### src/rtl/tos_pkg.sv
// Shared types, widths, codes and helpers for the triangle overlap pipeline.
`default_nettype none

package tos_pkg;

  // Coordinate and arithmetic widths; the normal, product, sum and gap widths follow from COORD_BITS.
  localparam int COORD_BITS     = 32;
  localparam int FIELD_W        = 32;
  localparam int NORM_W         = COORD_BITS + 1;
  localparam int PROD_W         = NORM_W + COORD_BITS;
  localparam int SUM_W          = PROD_W + 1;
  localparam int GAP_W          = SUM_W + 1;
  localparam int BOX_MARGIN_W   = 16;
  localparam int PROJ_MARGIN_W  = 40;
  localparam int CMP_W          = (GAP_W > PROJ_MARGIN_W + 1) ? GAP_W : PROJ_MARGIN_W + 1;
  localparam int BOX_W          = (COORD_BITS + 1 > BOX_MARGIN_W + 1) ?
                                  COORD_BITS + 1 : BOX_MARGIN_W + 1;

  // Pipeline shape.
  localparam int STAGES   = 5;
  localparam int NUM_AXES = 6;
  localparam int NUM_VERT = 6;

  // Register bus.
  localparam int CFG_ADDR_W  = 4;
  localparam int CFG_DATA_W  = 64;
  localparam int CFG_IDX_BIT = 3;
  localparam logic REG_BOX_MARGIN  = 1'b0;
  localparam logic REG_PROJ_MARGIN = 1'b1;
  localparam logic [BOX_MARGIN_W-1:0]  BOX_MARGIN_RST  = 16'd1;
  localparam logic [PROJ_MARGIN_W-1:0] PROJ_MARGIN_RST = 40'd1000;

  // Which test separated the pair.
  typedef enum logic [2:0] {
    SEP_NONE,
    SEP_BOX,
    SEP_A0,
    SEP_A1,
    SEP_A2,
    SEP_B0,
    SEP_B1,
    SEP_B2
  } tos_sep_t;

  localparam tos_sep_t AXIS_CODE [NUM_AXES] = '{SEP_A0, SEP_A1, SEP_A2,
                                                SEP_B0, SEP_B1, SEP_B2};

  typedef logic signed [COORD_BITS-1:0] tos_coord_t;
  typedef logic signed [NORM_W-1:0]     tos_norm_t;
  typedef logic signed [PROD_W-1:0]     tos_prod_t;
  typedef logic signed [SUM_W-1:0]      tos_sum_t;

  typedef struct packed {
    logic signed [FIELD_W-1:0] first_ax;
    logic signed [FIELD_W-1:0] first_ay;
    logic signed [FIELD_W-1:0] first_bx;
    logic signed [FIELD_W-1:0] first_by;
    logic signed [FIELD_W-1:0] first_cx;
    logic signed [FIELD_W-1:0] first_cy;
    logic signed [FIELD_W-1:0] second_ax;
    logic signed [FIELD_W-1:0] second_ay;
    logic signed [FIELD_W-1:0] second_bx;
    logic signed [FIELD_W-1:0] second_by;
    logic signed [FIELD_W-1:0] second_cx;
    logic signed [FIELD_W-1:0] second_cy;
  } tos_in_t;

  typedef struct packed {
    logic       overlap;
    logic [2:0] separated_by;
  } tos_out_t;

  // Load enables for the stages inside each axis lane.
  typedef struct packed {
    logic ld2;
    logic ld3;
    logic ld4;
    logic ld5;
  } tos_lane_ctl_t;

  // A coordinate is the low COORD_BITS bits of its field, taken as signed.
  function automatic tos_coord_t coord_of(input logic [FIELD_W-1:0] raw);
    return raw[COORD_BITS-1:0];
  endfunction

endpackage

`default_nettype wire

### src/rtl/tos_cfg.sv
// Register bus slave holding the box and projection margins.
`default_nettype none

module tos_cfg import tos_pkg::*; (
  input  wire logic                      clk,
  input  wire logic                      rst_n,
  input  wire logic                      psel,
  input  wire logic                      penable,
  input  wire logic                      pwrite,
  input  wire logic [CFG_ADDR_W-1:0]     paddr,
  input  wire logic [CFG_DATA_W-1:0]     pwdata,
  output logic      [CFG_DATA_W-1:0]     prdata,
  output logic                           pready,
  output logic      [BOX_MARGIN_W-1:0]   box_margin,
  output logic      [PROJ_MARGIN_W-1:0]  proj_margin
);

  logic [BOX_MARGIN_W-1:0]  box_margin_r, box_margin_nxt;
  logic [PROJ_MARGIN_W-1:0] proj_margin_r, proj_margin_nxt;
  logic                     wr_en;

  assign pready = 1'b1;
  assign wr_en  = psel & penable & pwrite;

  // Write decode on the register index bit of the address.
  always_comb begin
    box_margin_nxt  = box_margin_r;
    proj_margin_nxt = proj_margin_r;
    if (wr_en) begin
      case (paddr[CFG_IDX_BIT])
        REG_BOX_MARGIN:  box_margin_nxt  = pwdata[BOX_MARGIN_W-1:0];
        REG_PROJ_MARGIN: proj_margin_nxt = pwdata[PROJ_MARGIN_W-1:0];
        default: ;
      endcase
    end
  end

  always_ff @(posedge clk) begin
    if (!rst_n) begin
      box_margin_r  <= BOX_MARGIN_RST;
      proj_margin_r <= PROJ_MARGIN_RST;
    end else begin
      box_margin_r  <= box_margin_nxt;
      proj_margin_r <= proj_margin_nxt;
    end
  end

  // Read mux.
  always_comb begin
    case (paddr[CFG_IDX_BIT])
      REG_BOX_MARGIN:  prdata = CFG_DATA_W'(box_margin_r);
      REG_PROJ_MARGIN: prdata = CFG_DATA_W'(proj_margin_r);
      default:         prdata = '0;
    endcase
  end

  assign box_margin  = box_margin_r;
  assign proj_margin = proj_margin_r;

endmodule

`default_nettype wire

### config.mk
export PLATFORM = sky130hd
export DESIGN_NAME = tos_cfg
export DESIGN_NICKNAME = d
export VERILOG_FILES = /design/src/rtl/tos_pkg.sv /design/src/rtl/tos_cfg.sv
export SDC_FILE = /design/constraint.sdc
export NUM_CORES = 1
export LEC_CHECK = 0
export BUFFER_PORTS_ARGS = -buffer_cell sky130_fd_sc_hd__clkbuf_2
export CAP_MARGIN = 20
export CORE_ASPECT_RATIO = 1.2
export CORE_MARGIN = 2
export CORE_UTILIZATION = 40
export CTS_CLUSTER_DIAMETER = 100
export DETAILED_ROUTE_END_ITERATION = 16
export HOLD_SLACK_MARGIN = 0.02
export PLACE_DENSITY = 0.85
export SLEW_MARGIN = 0
export SYNTH_ARGS = -nofsm -noshare
export SYNTH_HDL_FRONTEND = slang
export SYNTH_SLANG_ARGS = --single-unit
### constraint.sdc
create_clock -name clk -period 0.99 [get_ports clk]
set_input_delay 0.0495 -clock clk [delete_from_list [all_inputs] [get_ports clk]]
set_output_delay 0.0495 -clock clk [all_outputs]
set_load 0.01 [all_outputs]
Yosys cells after proc, flatten, opt, wreduce, memory -nomap -nowiden:

Cells that the tools add are included.

* multiplexer cells: 1
* bitwise gates (word level): 3
* reductions and logical operators: 2

Operators with widths (count)
* case mux 64 bit (2 select lines): 1
* AND reduction 2 bit: 2
* bitwise AND 1 bit: 2
* NOT 1 bit: 1

* flip-flop bits (word level): 56
* bits of input ports: 73
* output and inout port bits: 121
* logic and storage cells: 8

Longest topological paths before layout:

* depth in word-level cells: 3
* gate-level depth with buffers: 5
* gate-level depth less buffers: 2

Least setup slack after synthesis:

Ideal clock, no wire load.

* kind: input port to flip-flop
* start: in paddr[3]
* end: reg proj_margin_r[10], in the netlist proj_margin[10]
* setup time: 72 ps
* arrival time: 776 ps
* data required time: 918 ps
* path slack: 142 ps
* cell stages on the path: 5
* buffers on the path: 3
* cell sequence: buf_6 > and4_4 > buf_12 > buf_12 > mux2i_1

* cells in the longest elaborated chain, start to end: 1

Ends and longest elaborated chain
* from (decl): line tos_cfg.sv:10 `input wire logic [CFG_ADDR_W-1:0] paddr,`
* AND reduction 2 bit (no source line)
* to (signal assigned): line tos_cfg.sv:44 `proj_margin_r <= proj_margin_nxt;`
* to (decl): line tos_cfg.sv:19 `logic [PROJ_MARGIN_W-1:0] proj_margin_r, proj_margin_nxt;`

Every way passes these cells.
A chain may end at the register's enable or synchronous reset.

Worst setup path after layout:

* start: reg box_margin_r[5], in the netlist box_margin[5]
* end: out prdata[5]

* cells in the longest elaborated chain, start to end: 1

Ends and longest elaborated chain
* from (decl): line tos_cfg.sv:18 `logic [BOX_MARGIN_W-1:0] box_margin_r, box_margin_nxt;`
* from (signal assigned): line tos_cfg.sv:43 `box_margin_r <= box_margin_nxt;`
* case mux 64 bit (2 select lines): line tos_cfg.sv:50 `case (paddr[CFG_IDX_BIT])`
* to (decl): line tos_cfg.sv:12 `output logic [CFG_DATA_W-1:0] prdata,`

Every way passes these cells. The select of a mux whose other input is x is not followed.

==> results.cfg <==
[die]
io_pins = 194
die_w_um = 80.9
num_rows = 33
start_util_pct = 41.4
die_area_um2 = 7780
die_h_um = 96.2
core_area_um2 = 6850

[final_layout]
area_delta_synth_final_pct = 61.1
n_antenna_cell = 0
drive_gt1_share_pct = 53.3
fin_nets = 590
fin_cells = 605
finalInstanceArea_um2 = 4570

[clock_network]
numCtsBuffers = 5
cts.path.max_buffers = 2
insertion_delay_ns = 0.31
cts_max_level = 2
clk_pin_slew_ns = 0.11
cts_tree = done
root_buffer = clkbuf_8
cts.sinks = 56

[outcome]
violations = setup timing
status = finished with violations

[logic_synthesis]
synthXorXnorAreaFrac_pct = 0
yosysSeqAreaShare_pct = 39.5
synth_mux_area_share_pct = 26.1
synth_top_area_share_pct = 39.5
synth_seq_cells = 56
synth_area_per_cell_um2 = 9.24
ys_top_cells_by_area = dfxtp_1 40%, mux2i_1 20%, nand2_1 12%, buf_4 7.1%, mux2_2 6.4%
synth_top_cell_by_area = dfxtp_1
yosys_warnings = 0
yosys.area_share.simple_pct = 21.7
synthAdderAreaFrac_pct = 0
synth_top_family_by_area = multiplexers
synth_compound_area_share_pct = 0
yosysUniqueCellTypes = 16
syn-instance-count = 307
synth_area_um2 = 2840

[routing]
drc_errors = 0
num_vias = 2782
via_per_inst = 4.60
wl_per_cell_um = 13.7
drt-pass1-iter-count = 6
drt-initial-drc-count = 66
drtAntennaViolNets = 0
drt-total-wl_um = 8290

[sta]
min_period_ns = 1.10
rsz0062_at_grt = true
setup_tns_ns = -1.52
clock_skew_ns = 0
finalSetupViolCount = 17
drv_slew = 0
finalHoldWorstSlack_ns = 0.196
fin_crit_sh_pct = 111
setup_slack_ns = -0.110
max_freq_ghz = 0.909
hold_viol = 0

[critical_path]
worstPathMaxFanout = 2
worstSetupPathType = flip-flop to output port
arrival_ns = 1.05
cp.required_ns = 0.94
cp-end-kind = output port
start_kind = flip-flop

[pwr]
clock_power_share_pct = 33.8
p_leak_nw = 2.25
ir_worst_vdd_mv = 0.856
p_sw_share_pct = 24.2
p_per_area_nw_per_um2 = 1060
p_int_mw = 3.66
p_seq_share_pct = 48.5
switchingPower_mw = 1.17
comb_power_share_pct = 17.7

[worst_hold_path]
hp-class = input port to flip-flop

[grt]
grt_pass1_vias = 2646
antenna_found_initial = 0
grt_pass1_wl_um = 11800
grt_start_max_net_pins = 41
gr-usage-all-layers_pct = 19.3
overflow = 0

[flow_run]
max_cap_viol_count = 0

[place]
dp_hpwl_um = 4780
dpl.cell_count = 521
io_buffers = 141
gp_congestion = 0.723
dpl_cell_area_um2 = 3540
==> stage by stage <==
step | worst slack (ns) | power (mW) | util [%]
global route | -0.146 | 5.03 | 66.6
finish | -0.110 | 4.83 | 66.6
detailed placement | -0.0111 | 3.00 | 51.6
CTS | -0.123 | 4.80 | 63.1
floorplan | 0.142 | 2.82 | -
global placement | 0.0218 | 2.99 | 51.6
==> sequential cells by signal (all words and copies together), names as in the netlist <==
| signal | flops |
|---|---|
| box_margin | 16 |
| proj_margin | 40 |
==> cell usage in the layout (no fill, tap or decap), types with 9 or more instances in the layout <==
master	Yosys	final
mux2_4	0	9
conb_1	2	25
dfxtp_2	0	56
buf_4	27	38
mux2i_1	56	56
and2_1	24	16
nor2b_1	14	14
clkbuf_2	0	119
buf_6	1	17
dlygate4sd3_1	0	40
nand2_1	89	89
==> metal layers <==
metal,routed length (µm),up-vias,global-route usage (%)
met4,191,0,8.05
met1,3000,1293,19.5
met3,427,18,3.94
met5,0,-,0
met2,4670,114,37.8
li1,-,1357,-
==> critical path, cell delays in order, from the launching register on <==
cell,delay [ns]
dfxtp_2,0.34
mux2_4,0.28
buf_6,0.13
==> logic make-up after synthesis <==
| logic type | Yosys count |
|---|---|
| other cells | 2 |
| simple gates | 131 |
| buf+inv | 46 |
| flops | 56 |
| mux | 72 |
==> cells in the mapped netlist (all sizes together) <==
cell type / count
and4: 1
clkbuf: 10
nor2b: 14
and4b: 1
buf: 36
nand4: 1
mux2: 16
dfxtp: 56
and2: 24
nand4b: 1
conb: 2
nand2: 89
mux2i: 56
==> power by group through the flow <==
stage	logic [mW]	registers, mW	clock network [mW]
after CTS	0.784	2.34	1.68
after floorplan	0.416	2.41	0
after global placement	0.599	2.39	0
final	0.855	2.34	1.63
after global routing	0.925	2.35	1.75
after detailed placement	0.612	2.39	0
==> repair_timing <==
item | 4_1_cts | 5_1_grt
gates cloned | 0 | 0
setup buffers | 27 | 9
setup endpoints to repair | 17 | 40
gates resized for setup | 36 | 81
hold buffers | 40 | 0
endpoints found under the hold margin | 51 | 0
==> layout make-up <==
type                       count  area (µm²)
clock buffer                   7        96.3
clock inverter                 1        30.0
fill                         517        2290
multi-input combinational    228        1500
sequential                    56        1190
tap                           87         109
timing repair buffer         226        1640
==> final timing paths <==
check / start / endpoint / slack, ns / cells after the start
setup / recovery: box_margin[5] / prdata[5] / -0.11 / 2
hold / removal: pwrite / proj_margin[2] / 0.20 / 3
setup reg to reg: proj_margin[11] / proj_margin[11] / 0.20 / 4
hold reg to reg: proj_margin[28] / proj_margin[28] / 0.47 / 2
Power figures use the tool's default switching activity.
