--- config.mk ---
export PLATFORM = sky130hd
export DESIGN_NAME = tos_front
export DESIGN_NICKNAME = d
export VERILOG_FILES = /design/src/rtl/tos_pkg.sv /design/src/rtl/tos_front.sv
export SDC_FILE = /design/constraint.sdc
export NUM_CORES = 2
export LEC_CHECK = 0
export ABC_AREA = 1
export BUFFER_PORTS_ARGS = -buffer_cell sky130_fd_sc_hd__buf_2
export CORE_AREA = 2 2 464 466
export CTS_CLUSTER_SIZE = 28
export DETAILED_ROUTE_END_ITERATION = 8
export DIE_AREA = 0 0 466 468
export GPL_TIMING_DRIVEN = 1
export SLEW_MARGIN = 20
export SYNTH_ARGS = -nofsm -noshare
export SYNTH_HDL_FRONTEND = slang
export SYNTH_SLANG_ARGS = --single-unit
--- constraint.sdc ---
create_clock -name clk -period 11.4 [get_ports clk]
set_input_delay 2.28 -clock clk [delete_from_list [all_inputs] [get_ports clk]]
set_output_delay 2.28 -clock clk [all_outputs]
set_load 0.02 [all_outputs]
--- src/rtl/tos_pkg.sv ---
// Shared types, widths, codes and helpers for the triangle overlap pipeline.
`default_nettype none

package tos_pkg;

  // Coordinate and arithmetic widths; the normal, product, sum and gap widths follow from COORD_BITS.
  localparam int COORD_BITS     = 32;
  localparam int FIELD_W        = 32;
  localparam int NORM_W         = COORD_BITS + 1;
  localparam int PROD_W         = NORM_W + COORD_BITS;
  localparam int SUM_W          = PROD_W + 1;
  localparam int GAP_W          = SUM_W + 1;
  localparam int BOX_MARGIN_W   = 16;
  localparam int PROJ_MARGIN_W  = 40;
  localparam int CMP_W          = (GAP_W > PROJ_MARGIN_W + 1) ? GAP_W : PROJ_MARGIN_W + 1;
  localparam int BOX_W          = (COORD_BITS + 1 > BOX_MARGIN_W + 1) ?
                                  COORD_BITS + 1 : BOX_MARGIN_W + 1;

  // Pipeline shape.
  localparam int STAGES   = 5;
  localparam int NUM_AXES = 6;
  localparam int NUM_VERT = 6;

  // Register bus.
  localparam int CFG_ADDR_W  = 4;
  localparam int CFG_DATA_W  = 64;
  localparam int CFG_IDX_BIT = 3;
  localparam logic REG_BOX_MARGIN  = 1'b0;
  localparam logic REG_PROJ_MARGIN = 1'b1;
  localparam logic [BOX_MARGIN_W-1:0]  BOX_MARGIN_RST  = 16'd1;
  localparam logic [PROJ_MARGIN_W-1:0] PROJ_MARGIN_RST = 40'd1000;

  // Which test separated the pair.
  typedef enum logic [2:0] {
    SEP_NONE,
    SEP_BOX,
    SEP_A0,
    SEP_A1,
    SEP_A2,
    SEP_B0,
    SEP_B1,
    SEP_B2
  } tos_sep_t;

  localparam tos_sep_t AXIS_CODE [NUM_AXES] = '{SEP_A0, SEP_A1, SEP_A2,
                                                SEP_B0, SEP_B1, SEP_B2};

  typedef logic signed [COORD_BITS-1:0] tos_coord_t;
  typedef logic signed [NORM_W-1:0]     tos_norm_t;
  typedef logic signed [PROD_W-1:0]     tos_prod_t;
  typedef logic signed [SUM_W-1:0]      tos_sum_t;

  typedef struct packed {
    logic signed [FIELD_W-1:0] first_ax;
    logic signed [FIELD_W-1:0] first_ay;
    logic signed [FIELD_W-1:0] first_bx;
    logic signed [FIELD_W-1:0] first_by;
    logic signed [FIELD_W-1:0] first_cx;
    logic signed [FIELD_W-1:0] first_cy;
    logic signed [FIELD_W-1:0] second_ax;
    logic signed [FIELD_W-1:0] second_ay;
    logic signed [FIELD_W-1:0] second_bx;
    logic signed [FIELD_W-1:0] second_by;
    logic signed [FIELD_W-1:0] second_cx;
    logic signed [FIELD_W-1:0] second_cy;
  } tos_in_t;

  typedef struct packed {
    logic       overlap;
    logic [2:0] separated_by;
  } tos_out_t;

  // Load enables for the stages inside each axis lane.
  typedef struct packed {
    logic ld2;
    logic ld3;
    logic ld4;
    logic ld5;
  } tos_lane_ctl_t;

  // A coordinate is the low COORD_BITS bits of its field, taken as signed.
  function automatic tos_coord_t coord_of(input logic [FIELD_W-1:0] raw);
    return raw[COORD_BITS-1:0];
  endfunction

endpackage

`default_nettype wire

--- src/rtl/tos_front.sv ---
// First pipeline stage: coordinate capture, edge normals and bounding box test.
`default_nettype none

module tos_front import tos_pkg::*; (
  input  wire logic                    clk,
  input  wire logic                    ld,
  input  wire tos_in_t                 in_data,
  input  wire logic [BOX_MARGIN_W-1:0] box_margin,
  output tos_coord_t                   x_r [NUM_VERT],
  output tos_coord_t                   y_r [NUM_VERT],
  output tos_norm_t                    nx_r [NUM_AXES],
  output tos_norm_t                    ny_r [NUM_AXES],
  output logic                         box_sep_r
);

  tos_coord_t cx [NUM_VERT];
  tos_coord_t cy [NUM_VERT];
  tos_norm_t  nx [NUM_AXES];
  tos_norm_t  ny [NUM_AXES];
  logic       box_sep;

  function automatic tos_coord_t min3(input tos_coord_t a, input tos_coord_t b,
                                      input tos_coord_t c);
    tos_coord_t m;
    m = (b < a) ? b : a;
    return (c < m) ? c : m;
  endfunction

  function automatic tos_coord_t max3(input tos_coord_t a, input tos_coord_t b,
                                      input tos_coord_t c);
    tos_coord_t m;
    m = (b > a) ? b : a;
    return (c > m) ? c : m;
  endfunction

  // True when the low end of one box lies beyond the other's high end by more than the margin.
  function automatic logic apart(input tos_coord_t lo_v, input tos_coord_t hi_v,
                                 input logic [BOX_MARGIN_W-1:0] m);
    logic signed [BOX_W-1:0] d;
    d = BOX_W'(lo_v) - BOX_W'(hi_v);
    return d > $signed(BOX_W'(m));
  endfunction

  // Vertices 0 to 2 belong to the first triangle, 3 to 5 to the second.
  always_comb begin
    cx[0] = coord_of(in_data.first_ax);
    cy[0] = coord_of(in_data.first_ay);
    cx[1] = coord_of(in_data.first_bx);
    cy[1] = coord_of(in_data.first_by);
    cx[2] = coord_of(in_data.first_cx);
    cy[2] = coord_of(in_data.first_cy);
    cx[3] = coord_of(in_data.second_ax);
    cy[3] = coord_of(in_data.second_ay);
    cx[4] = coord_of(in_data.second_bx);
    cy[4] = coord_of(in_data.second_by);
    cx[5] = coord_of(in_data.second_cx);
    cy[5] = coord_of(in_data.second_cy);
  end

  // Each box is built from its own triangle only.
  always_comb begin
    box_sep = apart(min3(cx[0], cx[1], cx[2]), max3(cx[3], cx[4], cx[5]), box_margin) ||
              apart(min3(cx[3], cx[4], cx[5]), max3(cx[0], cx[1], cx[2]), box_margin) ||
              apart(min3(cy[0], cy[1], cy[2]), max3(cy[3], cy[4], cy[5]), box_margin) ||
              apart(min3(cy[3], cy[4], cy[5]), max3(cy[0], cy[1], cy[2]), box_margin);
  end

  // Edge i of a triangle runs from vertex i to vertex (i+1) mod 3; its normal is
  // (P.y - Q.y, Q.x - P.x), kept unnormalized.
  for (genvar a = 0; a < NUM_AXES; a++) begin : g_norm
    localparam int BASE = (a / 3) * 3;
    localparam int P    = BASE + (a % 3);
    localparam int Q    = BASE + (((a % 3) == 2) ? 0 : (a % 3) + 1);
    assign nx[a] = NORM_W'(cy[P]) - NORM_W'(cy[Q]);
    assign ny[a] = NORM_W'(cx[Q]) - NORM_W'(cx[P]);
  end

  always_ff @(posedge clk) begin
    if (ld) begin
      x_r       <= cx;
      y_r       <= cy;
      nx_r      <= nx;
      ny_r      <= ny;
      box_sep_r <= box_sep;
    end
  end

endmodule

`default_nettype wire

# Yosys cells after proc, flatten, opt, wreduce, memory -nomap -nowiden
# Index checks and enable logic that the tools add are counted.
# op_classes
order_cmp	20
mux	16
n_reduce_logical	3
n_addsub	16
# op_table
cell	count
subtractor 32 x 32 -> 33 bit	16
two-way mux 32 bit	16
> comparator 32 bit	8
< comparator 32 bit	8
> comparator 33 x 17 -> 1 bit	4
logical OR 1 bit	3
# word_totals
word_cells	80
output_inout_bits	781
register_bits	781
in_bits	402

# Logic depth before layout (Yosys ltp)
# depth
depth_word	9
mapped_depth	55
ltp_nobuf	52

# Worst setup path before layout
# Ideal clock, no wire load.
# synth_timing
path_type	input to register
from	input in_data[166] (netlist bit)
to	register box_sep_r (data pin)
path_slack_ps	2604
required_ps	11136
path_stages	42
setup_time_ps	264
path_buffers	3
arrival_time_ps	8533
path_cell_list	inv_1 -> ha_1 -> a21oi_1 -> nor2_1 -> nor2_1 -> nand3_2 -> nand2_1 -> nand2_2 -> nand2_1 -> nand3_1 -> nand2_1 -> a41o_1 -> clkbuf_1 -> clkbuf_1 -> nand2_1 -> o21ai_0 -> ha_1 -> a21oi_1 -> [6 not listed] -> nand3b_1 -> clkbuf_1 -> o21ai_0 -> ha_1 -> nand3_1 -> nand2_1 -> a21oi_1 -> o21ai_0 -> xor2_1 -> ha_1 -> nand2_1 -> nor2_1 -> a2111oi_0 -> nor2_1 -> nor3_1 -> o2111ai_1 -> nand3_1 -> nand4_1
# synth_via
elab_chain_len	9
elab_cells_between_ends	15
cone_classes	add/sub: 2; order compare: 6; mux: 4; reduce/logical: 3
# synth_rtl
item	line_no	source
start: declaration	tos_front.sv:7	input wire tos_in_t in_data,
> comparator 32 bit or < comparator 32 bit (tied branches)	tos_front.sv:32, tos_front.sv:25	
two-way mux 32 bit, on equally long branches	tos_front.sv:32, tos_front.sv:25	
> comparator 32 bit or < comparator 32 bit (tied branches)	tos_front.sv:33, tos_front.sv:26	
two-way mux 32 bit, on equally long branches	tos_front.sv:33, tos_front.sv:26	
subtractor 32 x 32 -> 33 bit	tos_front.sv:40	d = BOX_W'(lo_v) - BOX_W'(hi_v);
> comparator 33 x 17 -> 1 bit	tos_front.sv:41	return d > $signed(BOX_W'(m));
logical OR 1 bit (*)	tos_front.sv:62	box_sep = apart(min3(cx[0], cx[1], cx[2]), max3(cx[3], cx[4], cx[5]), box_margin) ||
logical OR 1 bit (*)	tos_front.sv:63	apart(min3(cx[3], cx[4], cx[5]), max3(cx[0], cx[1], cx[2]), box_margin) ||
logical OR 1 bit (*)	tos_front.sv:64	apart(min3(cy[0], cy[1], cy[2]), max3(cy[3], cy[4], cy[5]), box_margin) ||
via box_sep	tos_front.sv:20	logic box_sep;
end signal: assignment	tos_front.sv:84	box_sep_r <= box_sep;
end: declaration	tos_front.sv:13	output logic box_sep_r
# The timed path passes the listed nets; every way through them passes the cells marked *.
# A chain may end at the register's enable or synchronous reset.

# Worst setup path in the final report
# layout_timing
from	input in_data[263] (netlist bit)
to	register box_sep_r (data pin)
# layout_via
elab_chain_len	8
elab_cells_between_ends	14
cone_classes	add/sub: 2; order compare: 6; mux: 4; reduce/logical: 2
# layout_rtl
item	line_no	source
< comparator 32 bit	tos_front.sv:25	m = (b < a) ? b : a;
two-way mux 32 bit	tos_front.sv:25	
< comparator 32 bit	tos_front.sv:26	return (c < m) ? c : m;
two-way mux 32 bit	tos_front.sv:26	
subtractor 32 x 32 -> 33 bit	tos_front.sv:40	
> comparator 33 x 17 -> 1 bit	tos_front.sv:41	
logical OR 1 bit	tos_front.sv:63	
logical OR 1 bit (*)	tos_front.sv:64	
via box_sep	tos_front.sv:20	
# Marks and branches as above.

==> flow_summary.toml <==
[power]
clkPwrFrac = 0.214
switchingPower_uw = 7060
intPower_uw = 8080
p_seq_frac = 0.247
p_leak_uw = 0.0369
total_power_uw = 15100
sw_frac_of_total = 0.466
p_comb_frac = 0.540
irDropWorstVdd_uv = 125
p_per_area_nw_per_um2 = 197

[cts]
cts_buffers = 96
clkSinkCount = 781
cts-root-buf = "clkbuf_16"
cts_setup_buffers = 0
holdBufCountCts = 0
cts_tree = "built"
cts_resized = 0
htreeDepth = 3
path_clk_slew_ns = 0.08
clk_path_buf_depth = 3

[logic_synthesis]
yosysUniqueCellTypes = 59
syn_inst = 7777
synth_area_per_cell_um2 = 8.23
async_reset_ff_frac = 0
ys_seq_area_frac = 0.367
synthXorXnorAreaFrac = 0.0657
synth_edf_count = 781
synth_top_family_by_area = "simple AND/OR/NAND/NOR gates"
synth_compound_area_frac = 0.142
postSynthNetCount = 9027
synth_area_um2 = 64000
yosys.area_share.adder = 0.168
synth_simple_gate_area_frac = 0.185
yosysWarningCount = 0
synthFlopType = "edfxtp_1"
synth.ff_latch_count = 781
synthMuxAreaShare = 0

[placed_design]
port_buffers = 1182
dpl_worst_slack_ns = 0.365
hpwl_mm = 232
dpl-instance-area_um2 = 73400
place_congestion = 0.997

[sta]
setup_ws_ns = 0.933
tns_ns = 0
report.final.slew_viol_count = 0
hold_viol = 0
rsz0062_at_grt = "false"
hold_ws_ns = 1.75
finalCritPeriodShare = 0.918
fmaxAchievable_ghz = 0.0955
period_needed_ns = 10.47
worst-slew-pin-transition_ns = 1.06
setup_viol = 0
slew_headroom = 0.296

[cells_and_area]
syn_to_final_growth_pct = 20.0
multi_input_area_um2 = 35900
nets = 10200
seq_area_um2 = 23500
design_area_um2 = 76800
layout-drive-gt1-share = 0.162
nFillCells = 22100

[worst_setup_path]
max_stage_delay_ns = 0.73
end_kind = "flop"
startpoint_type = "primary input"
cp_slowest_cell = "nor4_1"
required_ns = 11.91
path_max_fanout = 39
cp_common_cell = "nand2_1"
worst-endpoint-arrival_ns = 10.98
crit_type = "primary input to flop"

[detailed_routing]
via_per_inst = 5.10
drc = 0
drtPass1Iterations = 8
routed_wl_mm = 277
dr_total_vias = 60900
drt_iter0_drc = 5335
ant_nets = 0
avgRoutedWirePerCell_um = 23.2

[floorplanning]
dieArea_um2 = 218000
core_area_um2 = 213000
initial_core_util = 0.300
rows = 170
pin_count = 1183
die_h_um = 468
die_w_um = 466

[worst_hold_path]
min_to = "x_r[188]"
hold_depth = 1
hp-class = "primary input to flop"
hold_start = "in_data[380]"

[global_routing]
global_route.peak_usage_layer = "met2"
met3_usage = 0.0449
grt_use_met2 = 0.421
overflow = 0
grt_usage = 0.244
grt_max_degree = 155
use_met1 = 0.302
grt_first_pass_wirelength_mm = 392
grt_pass1_vias = 58000
antenna_found_initial = 47

[flow_run]
drv_cap = 0

[outcome]
outcome = "finished, final reports clean"
[sequential cells by signal (all words and copies together) (netlist names)]
name and count:
y_r 192, ny_r 198, box_sep_r 1, x_r 192, nx_r 198
[per-stage QoR]
stage               cells   util
finish              11900  0.360
global route        11900  0.360
global placement    11700  0.344
floorplan            7777      -
detailed placement  11700  0.344
CTS                 11900  0.360
[worst max-delay path by stage]
stage	start	endpoint	slack, ns	cells after the start
4_1_cts	in_data[259]	box_sep_r	1.19	43
6_report	in_data[263]	box_sep_r	0.93	41
3_3_place_gp	in_data[257]	box_sep_r	0.20	42
2_1_floorplan	in_data[166]	box_sep_r	2.60	42
5_1_grt	in_data[263]	box_sep_r	0.39	42
3_5_place_dp	in_data[259]	box_sep_r	0.36	43
[cells by family (layout without fill, tap and decap cells)]
logic type      Yosys count  count (layout)
fa+ha+maj               848             848
xor+xnor                480             480
flops                   781             781
buf+inv                1202            2503
simple gates           2837            2837
other cells               0              22
compound gates         1629            1629
[worst max-delay path, delay by kind of cell]
kind                     cells  cell delay (ns)
buffers and inverters        5             0.80
AO/OA/AOI/OAI                9             1.92
XOR/XNOR                     2             0.46
adder cells (fa/ha/maj)      4             1.41
AND/OR/NAND/NOR             21             4.07
[placed cells by master (no fill, tap or decap), drive strengths merged, types with 4 or more instances in the layout]
| cell | instances |
|---|---|
| inv | 1081 |
| nand4 | 103 |
| a21boi | 29 |
| a2111oi | 9 |
| or2 | 5 |
| o211ai | 49 |
| a21o | 31 |
| nor3 | 50 |
| a221oi | 8 |
| nand3 | 360 |
| o21a | 43 |
| o21bai | 27 |
| xnor2 | 117 |
| a211oi | 35 |
| xor2 | 363 |
| fa | 16 |
| a21oi | 644 |
| bufinv | 11 |
| o21ai | 597 |
| nor4 | 44 |
| a31oi | 105 |
| nand2 | 1770 |
| nor2 | 471 |
| o221ai | 14 |
| ha | 832 |
| nand3b | 25 |
| edfxtp | 781 |
| buf | 1256 |
| clkinvlp | 11 |
| clkbuf | 106 |
| o2111ai | 5 |
| o31ai | 12 |
| o221a | 4 |
| clkinv | 38 |
| diode | 22 |
[power groups by stage]
stage | Clock, uW | Combinational (uW) | Sequential (uW)
detailed placement | 0 | 8090 | 3780
global route | 3420 | 9010 | 3760
CTS | 3320 | 8140 | 3740
global placement | 0 | 8070 | 3780
finish | 3230 | 8170 | 3730
floorplan | 0 | 4830 | 4230
[layout make-up]
type / count / area share
Antenna cell: 22 / 0.000717
Clock buffer: 106 / 0.0321
Clock inverter: 71 / 0.0104
Inverter: 1070 / 0.0523
Multi-Input combinational cell: 5794 / 0.467
Sequential cell: 781 / 0.306
Tap cell: 2838 / 0.0463
Timing Repair Buffer: 1256 / 0.0853
[cell usage after synthesis (3+ instances only)]
library cell,count,share of area
a211oi_1,35,0.0041
nand3b_1,25,0.0029
edfxtp_1,781,0.37
xnor2_1,117,0.016
nor2_1,470,0.028
clkbuf_1,89,0.0052
nand2_1,1741,0.10
buf_6,12,0.0021
o21ai_0,549,0.043
o21ai_1,45,0.0035
ha_1,832,0.16
o21ai_2,3,0.00041
nand3_1,351,0.027
a21boi_1,5,0.00059
nand4_1,103,0.010
fa_1,16,0.0050
o311ai_0,3,0.00041
nand2_2,21,0.0021
buf_4,6,0.00070
o221a_2,4,0.00070
o221ai_1,14,0.0019
buf_2,25,0.0020
nand3_2,8,0.0013
o31ai_1,12,0.0014
o211ai_1,49,0.0057
a211o_1,3,0.00041
a2111oi_0,8,0.0011
a21oi_1,644,0.050
a221oi_1,8,0.0011
a21o_1,31,0.0036
nor4_1,44,0.0043
a31oi_1,105,0.010
o21a_1,43,0.0050
a21boi_0,24,0.0028
inv_2,5,0.00029
xor2_1,363,0.050
and3_1,3,0.00029
inv_1,1063,0.062
o21bai_1,27,0.0032
o2111ai_1,5,0.00068
or2_2,5,0.00049
nand2_4,8,0.0014
nor3_1,50,0.0039
[per-layer routing]
layer  up-vias  part of all wire  wire length, um
met3       395             0.066            18300
met4         4             0.037            10300
met1     28900              0.42           116000
met5         -          0.000097               27
li1      29300                 -                -
met2      2327              0.48           133000
(Power assumes the default switching activity.)
